--- config.mk ---
export PLATFORM = sky130hd
export DESIGN_NAME = shell_command_lexer_core
export DESIGN_NICKNAME = d
export VERILOG_FILES = /design/src/design/shlex_pkg.sv /design/src/design/shlex_front.sv /design/src/design/shlex_queue.sv /design/src/design/shlex_back.sv /design/src/design/shell_command_lexer_core.sv
export SDC_FILE = /design/constraint.sdc
export NUM_CORES = 1
export LEC_CHECK = 0
export ABC_AREA = 1
export CORE_ASPECT_RATIO = 1.75
export CORE_UTILIZATION = 50
export DETAILED_ROUTE_END_ITERATION = 10
export DONT_BUFFER_PORTS = 1
export GPL_TIMING_DRIVEN = 0
export MAX_ROUTING_LAYER = met4
export PLACE_DENSITY_LB_ADDON = 0.15
export SLEW_MARGIN = 20
export SYNTH_ARGS = -nofsm -noshare
export SYNTH_HDL_FRONTEND = slang
export SYNTH_SLANG_ARGS = --single-unit
--- constraint.sdc ---
create_clock -name clk -period 17.1 [get_ports clk]
set_clock_uncertainty 0.15 [all_clocks]
set_input_delay 0.855 -clock clk [delete_from_list [all_inputs] [get_ports clk]]
set_output_delay 0.855 -clock clk [all_outputs]
set_load 0.02 [all_outputs]
--- src/design/shlex_pkg.sv ---
// Shared types for the shell command lexer: beat layouts, lexer state and token codes.
package shlex_pkg;

  typedef enum logic [1:0] {
    MODE_NORMAL = 2'd0,
    MODE_DQ     = 2'd1,
    MODE_SQ     = 2'd2
  } qmode_t;

  typedef enum logic [3:0] {
    H_NONE       = 4'd0,
    H_TWO        = 4'd1,
    H_TWO_GT     = 4'd2,
    H_TWO_GT_AMP = 4'd3,
    H_AMP        = 4'd4,
    H_AMP_GT     = 4'd5,
    H_LT         = 4'd6,
    H_LT_LT      = 4'd7,
    H_GT         = 4'd8,
    H_BSL        = 4'd9,
    H_DQ_BSL     = 4'd10
  } held_t;

  typedef enum logic [1:0] {
    RK_CHAR     = 2'd0,
    RK_WORD_END = 2'd1,
    RK_TOKEN    = 2'd2
  } rk_t;

  typedef enum logic [3:0] {
    TOK_NEWLINE       = 4'd0,
    TOK_ERR_APPEND    = 4'd1,
    TOK_ERR_TO_OUT    = 4'd2,
    TOK_ERR           = 4'd3,
    TOK_BOTH_APPEND   = 4'd4,
    TOK_BOTH          = 4'd5,
    TOK_BACKGROUND    = 4'd6,
    TOK_HERESTRING    = 4'd7,
    TOK_HEREDOC_STRIP = 4'd8,
    TOK_HEREDOC       = 4'd9,
    TOK_IN            = 4'd10,
    TOK_OUT_APPEND    = 4'd11,
    TOK_OUT           = 4'd12,
    TOK_PIPE          = 4'd13,
    TOK_SEMICOLON     = 4'd14,
    TOK_END           = 4'd15
  } tok_t;

  localparam int MAX_RES = 4;

  typedef struct packed {
    logic       kind;
    logic [7:0] byte_value;
  } in_item_t;

  typedef struct packed {
    logic [1:0] result_kind;
    logic [3:0] token_code;
    logic [7:0] char_value;
    logic       last_of_run;
  } out_item_t;

  typedef struct packed {
    logic [2:0]                cnt;
    out_item_t [MAX_RES-1:0]   res;
  } lex_bundle_t;

  typedef struct packed {
    qmode_t quote_mode;
    logic   word_open;
    held_t  held_prefix;
  } lex_state_t;

  typedef struct packed {
    logic full;
    logic avail;
  } qstat_t;

endpackage

--- src/design/shlex_front.sv ---
// Front end: accepts input beats, runs the lexer state and packs each beat's results.
module shlex_front
  import shlex_pkg::*;
(
  input  logic        clk,
  input  logic        rst_n,
  input  logic        in_valid,
  output logic        in_ready,
  input  in_item_t    in_data,
  input  qstat_t      qst,
  output logic        push,
  output lex_bundle_t push_data
);

  localparam logic [7:0] CH_NL     = 8'h0A;
  localparam logic [7:0] CH_TAB    = 8'h09;
  localparam logic [7:0] CH_VT     = 8'h0B;
  localparam logic [7:0] CH_FF     = 8'h0C;
  localparam logic [7:0] CH_CR     = 8'h0D;
  localparam logic [7:0] CH_SP     = 8'h20;
  localparam logic [7:0] CH_DQUOTE = 8'h22;
  localparam logic [7:0] CH_DOLLAR = 8'h24;
  localparam logic [7:0] CH_AMP    = 8'h26;
  localparam logic [7:0] CH_SQUOTE = 8'h27;
  localparam logic [7:0] CH_DASH   = 8'h2D;
  localparam logic [7:0] CH_ONE    = 8'h31;
  localparam logic [7:0] CH_TWO    = 8'h32;
  localparam logic [7:0] CH_SEMI   = 8'h3B;
  localparam logic [7:0] CH_LT     = 8'h3C;
  localparam logic [7:0] CH_GT     = 8'h3E;
  localparam logic [7:0] CH_BSL    = 8'h5C;
  localparam logic [7:0] CH_BTICK  = 8'h60;
  localparam logic [7:0] CH_PIPE   = 8'h7C;

  localparam lex_state_t STATE_RESET = '{quote_mode: MODE_NORMAL, word_open: 1'b0,
                                         held_prefix: H_NONE};

  typedef struct packed {
    lex_state_t  st;
    lex_bundle_t b;
  } lex_out_t;

  function automatic lex_out_t add_res(lex_out_t x, rk_t k, tok_t code, logic [7:0] ch);
    lex_out_t y;
    y = x;
    if (y.b.cnt < 3'(MAX_RES)) begin
      y.b.res[y.b.cnt[1:0]] = '{result_kind: k, token_code: code, char_value: ch,
                                last_of_run: 1'b0};
      y.b.cnt = y.b.cnt + 3'd1;
    end
    return y;
  endfunction

  function automatic lex_out_t wchar(lex_out_t x, logic [7:0] ch);
    lex_out_t y;
    y = add_res(x, RK_CHAR, TOK_NEWLINE, ch);
    y.st.word_open = 1'b1;
    return y;
  endfunction

  function automatic lex_out_t close_w(lex_out_t x);
    lex_out_t y;
    y = x;
    if (y.st.word_open) begin
      y = add_res(y, RK_WORD_END, TOK_NEWLINE, 8'h00);
      y.st.word_open = 1'b0;
    end
    return y;
  endfunction

  function automatic lex_out_t tok(lex_out_t x, tok_t code);
    return add_res(x, RK_TOKEN, code, 8'h00);
  endfunction

  function automatic lex_out_t fresh_normal(lex_out_t x, logic [7:0] c);
    lex_out_t y;
    y = x;
    unique case (c)
      CH_SP, CH_TAB, CH_VT, CH_FF, CH_CR: y = close_w(y);
      CH_NL: begin
        y = close_w(y);
        y = tok(y, TOK_NEWLINE);
      end
      CH_DQUOTE: begin
        y = close_w(y);
        y.st.quote_mode = MODE_DQ;
      end
      CH_SQUOTE: begin
        y = close_w(y);
        y.st.quote_mode = MODE_SQ;
      end
      CH_BSL: y.st.held_prefix = H_BSL;
      CH_TWO: y.st.held_prefix = H_TWO;
      CH_AMP: begin
        y = close_w(y);
        y.st.held_prefix = H_AMP;
      end
      CH_LT: begin
        y = close_w(y);
        y.st.held_prefix = H_LT;
      end
      CH_GT: begin
        y = close_w(y);
        y.st.held_prefix = H_GT;
      end
      CH_PIPE: begin
        y = close_w(y);
        y = tok(y, TOK_PIPE);
      end
      CH_SEMI: begin
        y = close_w(y);
        y = tok(y, TOK_SEMICOLON);
      end
      default: y = wchar(y, c);
    endcase
    return y;
  endfunction

  function automatic lex_out_t lex_feed(lex_state_t s, logic [7:0] c);
    lex_out_t x;
    held_t    h;
    logic     done;
    x.st = s;
    x.b  = '0;
    done = 1'b0;
    // resolve at most two held prefixes, then one fresh pass
    for (int p = 0; p < 3; p++) begin
      if (!done) begin
        h = x.st.held_prefix;
        if (h == H_NONE) begin
          done = 1'b1;
          unique case (x.st.quote_mode)
            MODE_DQ: begin
              if (c == CH_DQUOTE) x.st.quote_mode = MODE_NORMAL;
              else if (c == CH_BSL) x.st.held_prefix = H_DQ_BSL;
              else x = wchar(x, c);
            end
            MODE_SQ: begin
              if (c == CH_SQUOTE) x.st.quote_mode = MODE_NORMAL;
              else x = wchar(x, c);
            end
            default: x = fresh_normal(x, c);
          endcase
        end else begin
          x.st.held_prefix = H_NONE;
          unique case (h)
            H_TWO: begin
              if (c == CH_GT) begin
                x = close_w(x);
                x.st.held_prefix = H_TWO_GT;
                done = 1'b1;
              end else begin
                x = wchar(x, CH_TWO);
              end
            end
            H_TWO_GT: begin
              if (c == CH_GT) begin
                x = tok(x, TOK_ERR_APPEND);
                done = 1'b1;
              end else if (c == CH_AMP) begin
                x.st.held_prefix = H_TWO_GT_AMP;
                done = 1'b1;
              end else begin
                x = tok(x, TOK_ERR);
              end
            end
            H_TWO_GT_AMP: begin
              if (c == CH_ONE) begin
                x = tok(x, TOK_ERR_TO_OUT);
                done = 1'b1;
              end else begin
                x = tok(x, TOK_ERR);
                x.st.held_prefix = H_AMP;
              end
            end
            H_AMP: begin
              if (c == CH_GT) begin
                x.st.held_prefix = H_AMP_GT;
                done = 1'b1;
              end else begin
                x = tok(x, TOK_BACKGROUND);
              end
            end
            H_AMP_GT: begin
              if (c == CH_GT) begin
                x = tok(x, TOK_BOTH_APPEND);
                done = 1'b1;
              end else begin
                x = tok(x, TOK_BOTH);
              end
            end
            H_LT: begin
              if (c == CH_LT) begin
                x.st.held_prefix = H_LT_LT;
                done = 1'b1;
              end else begin
                x = tok(x, TOK_IN);
              end
            end
            H_LT_LT: begin
              if (c == CH_LT) begin
                x = tok(x, TOK_HERESTRING);
                done = 1'b1;
              end else if (c == CH_DASH) begin
                x = tok(x, TOK_HEREDOC_STRIP);
                done = 1'b1;
              end else begin
                x = tok(x, TOK_HEREDOC);
              end
            end
            H_GT: begin
              if (c == CH_GT) begin
                x = tok(x, TOK_OUT_APPEND);
                done = 1'b1;
              end else begin
                x = tok(x, TOK_OUT);
              end
            end
            H_BSL: begin
              x = wchar(x, c);
              done = 1'b1;
            end
            H_DQ_BSL: begin
              if (c == CH_DQUOTE || c == CH_BSL || c == CH_DOLLAR || c == CH_BTICK) begin
                x = wchar(x, c);
                done = 1'b1;
              end else begin
                x = wchar(x, CH_BSL);
              end
            end
            default: done = 1'b1;
          endcase
        end
      end
    end
    return x;
  endfunction

  function automatic lex_out_t lex_finish(lex_state_t s);
    lex_out_t x;
    x.st = s;
    x.b  = '0;
    unique case (s.held_prefix)
      H_TWO:        x = wchar(x, CH_TWO);
      H_TWO_GT:     x = tok(x, TOK_ERR);
      H_TWO_GT_AMP: begin
        x = tok(x, TOK_ERR);
        x = tok(x, TOK_BACKGROUND);
      end
      H_AMP:        x = tok(x, TOK_BACKGROUND);
      H_AMP_GT:     x = tok(x, TOK_BOTH);
      H_LT:         x = tok(x, TOK_IN);
      H_LT_LT:      x = tok(x, TOK_HEREDOC);
      H_GT:         x = tok(x, TOK_OUT);
      H_DQ_BSL:     x = wchar(x, CH_BSL);
      default:      x = x;
    endcase
    x = close_w(x);
    x = tok(x, TOK_END);
    x.st = STATE_RESET;
    return x;
  endfunction

  lex_state_t state_r;
  lex_state_t state_nxt;
  lex_out_t   step;
  logic       accept;

  always_comb begin
    if (in_data.kind) begin
      step = lex_finish(state_r);
    end else begin
      step = lex_feed(state_r, in_data.byte_value);
    end
  end

  assign state_nxt = step.st;
  assign in_ready  = !qst.full;
  assign accept    = in_valid && in_ready;
  assign push      = accept && (step.b.cnt != 3'd0);
  assign push_data = step.b;

  always_ff @(posedge clk) begin
    if (!rst_n) begin
      state_r <= STATE_RESET;
    end else if (accept) begin
      state_r <= state_nxt;
    end
  end

endmodule

--- src/design/shlex_queue.sv ---
// Result-bundle queue between the lexer front end and the output serializer.
module shlex_queue
  import shlex_pkg::*;
#(
  parameter int DEPTH = 4
) (
  input  logic        clk,
  input  logic        rst_n,
  input  logic        push,
  input  lex_bundle_t push_data,
  input  logic        pop,
  output lex_bundle_t head,
  output qstat_t      qst
);

  localparam int AW = (DEPTH > 1) ? $clog2(DEPTH) : 1;
  localparam int CW = $clog2(DEPTH + 1);

  lex_bundle_t     mem [DEPTH];
  logic [AW-1:0]   wr_ptr_r;
  logic [AW-1:0]   rd_ptr_r;
  logic [CW-1:0]   cnt_r;
  logic [AW-1:0]   wr_ptr_nxt;
  logic [AW-1:0]   rd_ptr_nxt;

  assign wr_ptr_nxt = (wr_ptr_r == AW'(DEPTH - 1)) ? '0 : wr_ptr_r + 1'b1;
  assign rd_ptr_nxt = (rd_ptr_r == AW'(DEPTH - 1)) ? '0 : rd_ptr_r + 1'b1;

  assign head      = mem[rd_ptr_r];
  assign qst.full  = (cnt_r == CW'(DEPTH));
  assign qst.avail = (cnt_r != '0);

  always_ff @(posedge clk) begin
    if (push) begin
      mem[wr_ptr_r] <= push_data;
    end
  end

  always_ff @(posedge clk) begin
    if (!rst_n) begin
      wr_ptr_r <= '0;
      rd_ptr_r <= '0;
      cnt_r    <= '0;
    end else begin
      if (push) wr_ptr_r <= wr_ptr_nxt;
      if (pop)  rd_ptr_r <= rd_ptr_nxt;
      if (push && !pop) begin
        cnt_r <= cnt_r + 1'b1;
      end else if (pop && !push) begin
        cnt_r <= cnt_r - 1'b1;
      end
    end
  end

endmodule

--- src/design/shlex_back.sv ---
// Back end: unpacks queued bundles into registered beats, one per cycle when not stalled.
module shlex_back
  import shlex_pkg::*;
(
  input  logic        clk,
  input  logic        rst_n,
  input  lex_bundle_t head,
  input  qstat_t      qst,
  output logic        pop,
  output logic        out_valid,
  input  logic        out_ready,
  output out_item_t   out_data
);

  logic [1:0] idx_r;
  logic       out_valid_r;
  out_item_t  out_data_r;
  logic       load;
  logic       is_last;
  out_item_t  cur;

  assign load    = qst.avail && (!out_valid_r || out_ready);
  assign is_last = ({1'b0, idx_r} == (head.cnt - 3'd1));
  assign pop     = load && is_last;

  always_comb begin
    cur = head.res[idx_r];
    cur.last_of_run = is_last;
  end

  always_ff @(posedge clk) begin
    if (!rst_n) begin
      idx_r       <= '0;
      out_valid_r <= 1'b0;
    end else if (load) begin
      out_valid_r <= 1'b1;
      idx_r       <= is_last ? 2'd0 : idx_r + 2'd1;
    end else if (out_ready) begin
      out_valid_r <= 1'b0;
    end
  end

  always_ff @(posedge clk) begin
    if (load) begin
      out_data_r <= cur;
    end
  end

  assign out_valid = out_valid_r;
  assign out_data  = out_data_r;

endmodule

--- src/design/shell_command_lexer_core.sv ---
// Top level of the shell command lexer: front end, bundle queue and output serializer.
//
//  channel | direction | handshake            | payload
//  in      | input     | in_valid / in_ready  | in_data   (in_item_t)
//  out     | output    | out_valid / out_ready| out_data  (out_item_t)
//
// One input beat is taken per cycle while the queue has room; its results (up to four)
// are formed in that cycle and queued as one bundle.
// The serializer sends one result beat per cycle while the output is not stalled: each result
// of a beat becomes its own output beat, and a beat with none costs nothing downstream.
// Reset is synchronous, active low, and returns the lexer to normal mode with nothing held.
// An output stall holds the output register; the queue absorbs QUEUE_DEPTH bundles first.
module shell_command_lexer_core
  import shlex_pkg::*;
#(
  parameter int QUEUE_DEPTH = 4
) (
  input  logic      clk,
  input  logic      rst_n,
  input  logic      in_valid,
  output logic      in_ready,
  input  in_item_t  in_data,
  output logic      out_valid,
  input  logic      out_ready,
  output out_item_t out_data
);

  qstat_t      qst;
  logic        push;
  logic        pop;
  lex_bundle_t push_data;
  lex_bundle_t head;

  shlex_front u_front (
    .clk       (clk),
    .rst_n     (rst_n),
    .in_valid  (in_valid),
    .in_ready  (in_ready),
    .in_data   (in_data),
    .qst       (qst),
    .push      (push),
    .push_data (push_data)
  );

  shlex_queue #(
    .DEPTH (QUEUE_DEPTH)
  ) u_queue (
    .clk       (clk),
    .rst_n     (rst_n),
    .push      (push),
    .push_data (push_data),
    .pop       (pop),
    .head      (head),
    .qst       (qst)
  );

  shlex_back u_back (
    .clk       (clk),
    .rst_n     (rst_n),
    .head      (head),
    .qst       (qst),
    .pop       (pop),
    .out_valid (out_valid),
    .out_ready (out_ready),
    .out_data  (out_data)
  );

endmodule

==> impl_metrics.tcl, run 1 <==
set metrics [dict create \
    synth_cell_types 75 \
    outcome "did not finish" \
    initial_utilization 0.507 \
    synth_warnings 0 \
    postSynthAreaPerCell_um2 8.04 \
    cts_root_buffer "clkbuf_16" \
    ys_ff_latch 270 \
    die_h_um 255 \
    chipWidth_um 147 \
    syn-instance-count 2272 \
    synth_common_cells "385 x nand2_1, 283 x nor2_1, 265 x o21ai_0" \
    cts_hold_buffers 0 \
    first-error "[ERROR GRT-0116] Global routing finished with congestion. Check the congestion regions in the DRC Viewer." \
    synthTopCellsByArea "edfxtp_1 41%, nand2_1 7.9%, o21ai_0 7.3%, nor2_1 5.8%, inv_1 3.7%" \
    synth_top_area_share 0.412 \
    io_pins 30 \
    rows 92 \
    synthesis.area_um2 18300 \
    synth_most_common_cell "nand2_1" \
    post_cts_buffers 0 \
    grt_max_degree 25 \
    gr-total-overflow 4 \
    synth_fp_nets 2323 \
    clock_path_buffers 3 \
    place_congestion 1.10 \
    synth_seq_area_share 0.433 \
    synthFlopType "edfxtp_1" \
    synthArstFlopShare 0 \
    globalRouteTotalUtil 0.537 \
    grt_pass1_wl_um 138000 \
    grt_pass1_vias 19875 \
    synth_edf_count 251 \
    stop_stage "global routing (5_1_grt)" \
    ctsResizeCount 0 \
    dp_hpwl_um 71500 \
    numCtsBuffers 21 \
    cts_sinks 270 \
    io_buffers 0 \
    htree_levels 1 \
    yosys.area.top_type "edfxtp_1" \
]
[metrics by stage]
step                instances  hold slack, ns   util  instance area, um^2  worst slack, ns
floorplan                2272           0.309      -                18300             8.54
global placement         2742           0.325  0.523                18900             3.55
detailed placement       2750           0.347  0.530                19100             6.69
CTS                      2787           0.359  0.549                19800             7.25
[metal layers]
metal | global-route usage | overflow
met5 | - | -
met4 | 0.593 | 2
met3 | 0.134 | 0
met2 | 0.871 | 2
met1 | 0.493 | 0
[cells by family after synthesis]
| group | Yosys count | share of synthesized area |
|---|---|---|
| xor gates and xnor gates | 2 | 0.000959 |
| DFF | 270 | 0.433 |
| buffers and inverters | 349 | 0.0757 |
| and+or+nand+nor | 908 | 0.231 |
| adders and majority gates | 38 | 0.0264 |
| AOI/OAI and AO/OA | 705 | 0.233 |
==> run 2: changes to the inputs <==
--- a/config.mk
+++ b/config.mk
@@ -6,12 +6,10 @@
 export NUM_CORES = 1
 export LEC_CHECK = 0
 export ABC_AREA = 1
-export CORE_ASPECT_RATIO = 1.75
-export CORE_UTILIZATION = 50
+export CORE_UTILIZATION = 35
 export DETAILED_ROUTE_END_ITERATION = 10
 export DONT_BUFFER_PORTS = 1
 export GPL_TIMING_DRIVEN = 0
-export MAX_ROUTING_LAYER = met4
 export PLACE_DENSITY_LB_ADDON = 0.15
 export SLEW_MARGIN = 20
 export SYNTH_ARGS = -nofsm -noshare
==> run 2 against run 1 <==
The flow now finishes without violations; synthesized cell count did not move; area after synthesis did not move.
==> impl_metrics.tcl, run 2 <==
set metrics [dict create \
    antenna_found_initial 1 \
    outcome "complete, no violations" \
    max_stage_delay_ns 0.61 \
    ys_ff_latch 270 \
    setup_viol 0 \
    synth_compound_area_frac 0.233 \
    maxCapViolations 0 \
    crit_fanout 21 \
    dr.pass1.iters 6 \
    route.final.wire_length_um 91200 \
    synth_seq_area_share 0.433 \
    grt_max_degree 22 \
    final_cell_mix "385 x nand2_1, 279 x nor2_1, 264 x o21ai_0" \
    layout_commonest_cell "nand2_1" \
    synth_edf_count 251 \
    p_int_mw 1.90 \
    rsz0062_at_grt "no" \
    synth_top_area_share 0.412 \
    multi_input_area_um2 9040 \
    via_count 17815 \
    fp.coreArea_um2 51400 \
    powerDensity_nw_per_um2 218 \
    slew_viol_final 0 \
    dp_hpwl_um 72300 \
    holdWs_ns 0.330 \
    holdPathStages 2 \
    synth_fp_nets 2323 \
    synth_mux_area_frac 0 \
    hold_violations 0 \
    synth_warnings 0 \
    cts_tree "done" \
    die_h_um 230 \
    worst-path-stages 39 \
    synthFlopType "edfxtp_1" \
    cts_root_buffer "clkbuf_16" \
    synth_cell_types 75 \
    yosys.area_share.xor_xnor 0.000959 \
    seqPwrFrac 0.211 \
    syn-instance-count 2272 \
    synth_top_family_by_area "compound AO/OA/AOI/OAI gates" \
    chipWidth_um 230 \
    peakVddDrop_mv 0.164 \
    clock_latency_ns 0.54 \
    wl_per_cell_um 30.3 \
    cts_sinks 270 \
    numCtsBuffers 27 \
    syn2layout_area_growth_pct 11.1 \
    arrival_ns 9.92 \
    post-route-period-util 0.575 \
    route.detailed.drc 0 \
    switching_share 0.570 \
    fill_cells 5345 \
    grtUsageMet1 0.400 \
    grt_use_met3 0.0366 \
    grt_pass1_vias 17053 \
    initial_utilization 0.355 \
    first_iter_violations 1748 \
    synthesis.area_um2 18300 \
    rr_startpoint "u_front.state_r[5]$_SDFFE_PN0P_" \
    synth_common_cells "385 x nand2_1, 283 x nor2_1, 265 x o21ai_0" \
    max_freq_mhz 102 \
    cp_top_family "buffers and inverters" \
    postSynthAreaPerCell_um2 8.04 \
    cp-end-kind "register" \
    clock_path_buffers 3 \
    critical_path.startpoint_type "primary input" \
    grtUsageMet2 0.586 \
    synthAdderAreaFrac 0.0264 \
    yosys.area.top_type "edfxtp_1" \
    place_congestion 0.995 \
    hold_class "primary input to register" \
    crit_type "primary input to register" \
    ctsResizeCount 0 \
    post_cts_buffers 0 \
    r2r_end "u_queue.mem[1][22]$_DFFE_PP_" \
    cp_common_cell "inv_1" \
    busiest_layer "met2" \
    p_sw_mw 2.52 \
    power_frac_comb 0.666 \
    clkTransAtPathRegs_ns 0.06 \
    final.min_clock_period_ns 9.82 \
    htree_levels 1 \
    regArea_um2 7920 \
    num-nets-final 2366 \
    io_pins 30 \
    globalRouteTotalUtil 0.341 \
    dieArea_um2 53100 \
    synthArstFlopShare 0 \
    rows 83 \
    io_buffers 0 \
    cp.required_ns 17.19 \
    largest_register_ffs 236 \
    grt_pass1_wl_um 128000 \
    r2r_slack_ns 7.73 \
    cts_hold_buffers 0 \
    detail-route-antenna-nets 0 \
    synth_most_common_cell "nand2_1" \
    drive_gt1_frac 0.106 \
    min-delay-start "rst_n" \
    worst_path_max_delay_cell "clkbuf_1" \
    max_slew_margin 0.182 \
    reg2regPathDepth 36 \
    synthTopCellsByArea "edfxtp_1 41%, nand2_1 7.9%, o21ai_0 7.3%, nor2_1 5.8%, inv_1 3.7%" \
    via_per_inst 5.91 \
    clock_power_share 0.124 \
    min_to "u_back.idx_r[1]$_SDFFE_PN0P_" \
    leakage_nw 7.84 \
    largest_register "u_queue.mem" \
    cp.buffers_inverters 16 \
    yosys.area_share.simple 0.231 \
    gr-total-overflow 0 \
    tightest_slew_ns 1.23 \
    setup_tns_ns 0 \
]
[run 2: cell counts after synthesis]
No cell type changed its count.
[run 2: worst register-to-register path: cells and delay by family, from the launching register on]
| family | cells | cell delay (ns) |
|---|---|---|
| flops | 1 | 0.43 |
| compound gates | 7 | 1.24 |
| simple gates | 12 | 2.12 |
| buf+inv | 14 | 4.12 |
| fa+ha+maj | 3 | 0.98 |
[run 2: metrics by stage]
stage	util	area, um^2	worst slack, ns	power (mW)	std cells
2_1_floorplan	-	18300	8.54	2.66	2272
3_3_place_gp	0.372	19100	3.16	3.79	2952
3_5_place_dp	0.379	19500	6.92	3.82	2966
4_1_cts	0.395	20300	7.47	4.37	3014
5_1_grt	0.395	20300	6.94	4.64	3014
6_report	0.395	20300	7.28	4.42	3015
[run 2: layout make-up]
cell class,count,area share
Clock buffer,37,0.0361
Buffer,113,0.0238
Antenna cell,1,0.000123
Multi-Input combinational cell,1653,0.445
Sequential cell,270,0.390
Timing Repair Buffer,14,0.0148
Clock inverter,11,0.00339
Tap cell,680,0.0419
Inverter,236,0.0443
[run 2: cells by family (layout without fill, tap and decap cells)]
family / Yosys count / after routing
and+or+nand+nor: 908 / 908
AOI/OAI and AO/OA: 705 / 705
buffers and inverters: 349 / 411
DFF: 270 / 270
adders and majority gates: 38 / 38
xor gates and xnor gates: 2 / 2
other: 0 / 1
[run 2: worst max-delay path by stage]
stage	from	end	slack (ns)
3_3_place_gp	in_data[5]	u_queue.mem[3][37]$_DFFE_PP_	3.16
5_1_grt	in_data[5]	u_queue.mem[1][22]$_DFFE_PP_	6.94
4_1_cts	in_data[5]	u_queue.mem[1][22]$_DFFE_PP_	7.47
6_report	in_data[5]	u_queue.mem[1][22]$_DFFE_PP_	7.28
3_5_place_dp	in_data[5]	u_queue.mem[1][22]$_DFFE_PP_	6.92
2_1_floorplan	in_data[6]	u_queue.mem[0][10]$_DFFE_PP_	8.54
[run 2: layer usage]
layer,vias up,share of wire
li1,8115,-
met1,8664,0.38
met2,803,0.48
met3,231,0.053
met4,2,0.080
met5,-,0.00011
[run 2: power groups by stage]
stage                     sequential (mW)  clock, mW  combinational, mW
after floorplan                     0.943          0               1.72
after global placement              0.961          0               2.83
after detailed placement            0.945          0               2.87
after CTS                           0.931      0.554               2.88
after global routing                0.941      0.576               3.12
final                               0.930      0.546               2.94
Note: power is estimated with default switching activity, not from simulation.
==> run 3: changes to the inputs <==
==> constraint.sdc (replaced) <==
create_clock -name clk -period 9.7 [get_ports clk]
set_clock_uncertainty 0.15 [all_clocks]
set_input_delay 0.485 -clock clk [delete_from_list [all_inputs] [get_ports clk]]
set_output_delay 0.485 -clock clk [all_outputs]
set_load 0.02 [all_outputs]
==> run 3 against run 2 <==
Non-clock buffer count increased by 1; die area unchanged; global-route usage about the same; via count decreased by 0.22%; combinational power increased by 76%; critical path depth unchanged.
==> impl_metrics.tcl, run 3 (synthesized netlist as in run 2, its figures left out) <==
set metrics [dict create \
    outcome "complete, no violations" \
    place_congestion 0.995 \
    route.final.wire_length_um 91400 \
    io_buffers 0 \
    post-place-ws_ns -0.107 \
    dp_hpwl_um 72300 \
    first_iter_violations 1825 \
    fill_cells 5349 \
    drive_gt1_frac 0.107 \
    grt_max_degree 22 \
    cts_sinks 270 \
    rows 83 \
    tightest_slew_ns 1.25 \
    wl_met2_um 44300 \
    switching_share 0.570 \
    p_int_mw 3.35 \
    power_frac_comb 0.666 \
    dr.max_layer_used "met5" \
    max_stage_delay_ns 0.63 \
    largest_register_ffs 236 \
    post_cts_buffers 0 \
    crit_fanout 21 \
    dr_wl_met3_um 4720 \
    hold_violations 0 \
    peakVddDrop_mv 0.287 \
    io_pins 30 \
    maxCapViolations 0 \
    final_cell_mix "385 x nand2_1, 279 x nor2_1, 264 x o21ai_0" \
    detail-route-antenna-nets 0 \
    fp.coreArea_um2 51400 \
    p_sw_mw 4.44 \
    rsz0062_at_grt "no" \
    crit_type "primary input to register" \
    clock_power_share 0.124 \
    cts_root_buffer "clkbuf_16" \
    clock_latency_ns 0.54 \
    via_count 17776 \
    htree_levels 1 \
    initial_utilization 0.355 \
    layout.cells.non_filler 3018 \
    cp.required_ns 9.79 \
    finalWorstSetupSlack_ns 0.390 \
    post-route-period-util 0.960 \
    powerDensity_nw_per_um2 383 \
    wl_per_cell_um 30.3 \
    via_per_inst 5.89 \
    cp-end-kind "register" \
    route.detailed.drc 0 \
    cts_tree "done" \
    largest_register "u_queue.mem" \
    wl_met1_um 35300 \
    cp_top_family "buffers and inverters" \
    final.min_clock_period_ns 9.31 \
    gr-total-overflow 0 \
    max_slew_margin 0.159 \
    clock_path_buffers 3 \
    dieArea_um2 53100 \
    critical_path.startpoint_type "primary input" \
    chipWidth_um 230 \
    leakage_nw 7.84 \
    hold_class "primary input to register" \
    numCtsBuffers 27 \
    worst_path_max_delay_cell "clkbuf_1" \
    syn2layout_area_growth_pct 11.2 \
    num-nets-final 2368 \
    globalRouteTotalUtil 0.341 \
    cp_common_cell "inv_1" \
    die_h_um 230 \
    placedCellCount 2966 \
    arrival_ns 9.40 \
    grt_pass1_vias 17056 \
    dr.pass1.iters 5 \
    grt_pass1_wl_um 128000 \
    seqPwrFrac 0.211 \
    layout_commonest_cell "nand2_1" \
    clkTransAtPathRegs_ns 0.06 \
    max_freq_mhz 107 \
    antenna_found_initial 1 \
    setup_viol 0 \
    slew_viol_final 0 \
    cp.buffers_inverters 16 \
]
==> run 3: changes by cell type in the layout (fill, tap and decap cells not counted) <==
| cell | previous run | this run |
|---|---|---|
| diode_2 | 1 | 2 |
| dlygate4sd3_1 | 0 | 1 |
| nor2_2 | 15 | 16 |
==> run 3: power by group through the flow <==
stage / clock network [mW] / registers (mW) / logic (mW)
after CTS: 0.977 / 1.64 / 5.08
after floorplan: 0 / 1.66 / 3.03
after global routing: 1.02 / 1.66 / 5.50
final: 0.963 / 1.64 / 5.18
after detailed placement: 0 / 1.67 / 5.06
after global placement: 0 / 1.69 / 4.99
==> run 3: area by class of cell <==
cell class	count	area, um^2	area share
tap	680	851	0.0419
sequential	270	7920	0.390
timing repair buffer	15	310	0.0153
clock buffer	37	733	0.0361
buffer	113	483	0.0238
inverter	236	900	0.0443
clock inverter	11	68.8	0.00339
multi-input combinational	1654	9050	0.445
antenna	2	5.00	0.000246
==> run 3: path summary, 6_finish.rpt <==
check        depth (start not counted)                              from  slack (ns)                          endpoint
min                                  3                         out_ready        0.09     u_back.out_valid$_SDFFE_PN0P_
max reg2reg                         36   u_front.state_r[5]$_SDFFE_PN0P_        0.51      u_queue.mem[1][22]$_DFFE_PP_
max                                 39                        in_data[5]        0.39      u_queue.mem[1][22]$_DFFE_PP_
min reg2reg                          2  u_queue.rd_ptr_r[1]$_SDFFE_PN0P_        0.37  u_queue.rd_ptr_r[1]$_SDFFE_PN0P_
==> run 3: through the flow <==
stage	area [um^2]	hold WS (ns)	TNS (ns)	util	power (mW)
finish	20300	0.0886	0	0.395	7.78
global placement	19100	0.340	-894.96	0.372	6.68
global route	20300	0.0932	0	0.395	8.18
CTS	20300	0.0768	0	0.395	7.70
floorplan	18300	0.309	0	-	4.69
detailed placement	19500	0.358	-2.11	0.379	6.73
==> run 3: per-layer routing <==
layer,vias to the layer above,track usage
li1,8124,-
met3,219,0.0366
met5,-,0
met2,763,0.586
met1,8668,0.400
met4,2,0.231
==> run 3: worst reg2reg max path, delay by kind of cell (launching register included) <==
| family | cells | cell delay, ns |
|---|---|---|
| AOI/OAI and AO/OA | 7 | 1.25 |
| DFF | 1 | 0.42 |
| and+or+nand+nor | 12 | 1.98 |
| adders and majority gates | 3 | 1.00 |
| buffers and inverters | 14 | 4.11 |
==> run 3: what timing repair did <==
item | CTS | global route
gates resized for setup | 0 | 0
hold buffers | 1 | 0
setup endpoints to repair | 0 | 20
hold endpoints to repair | 1 | 0
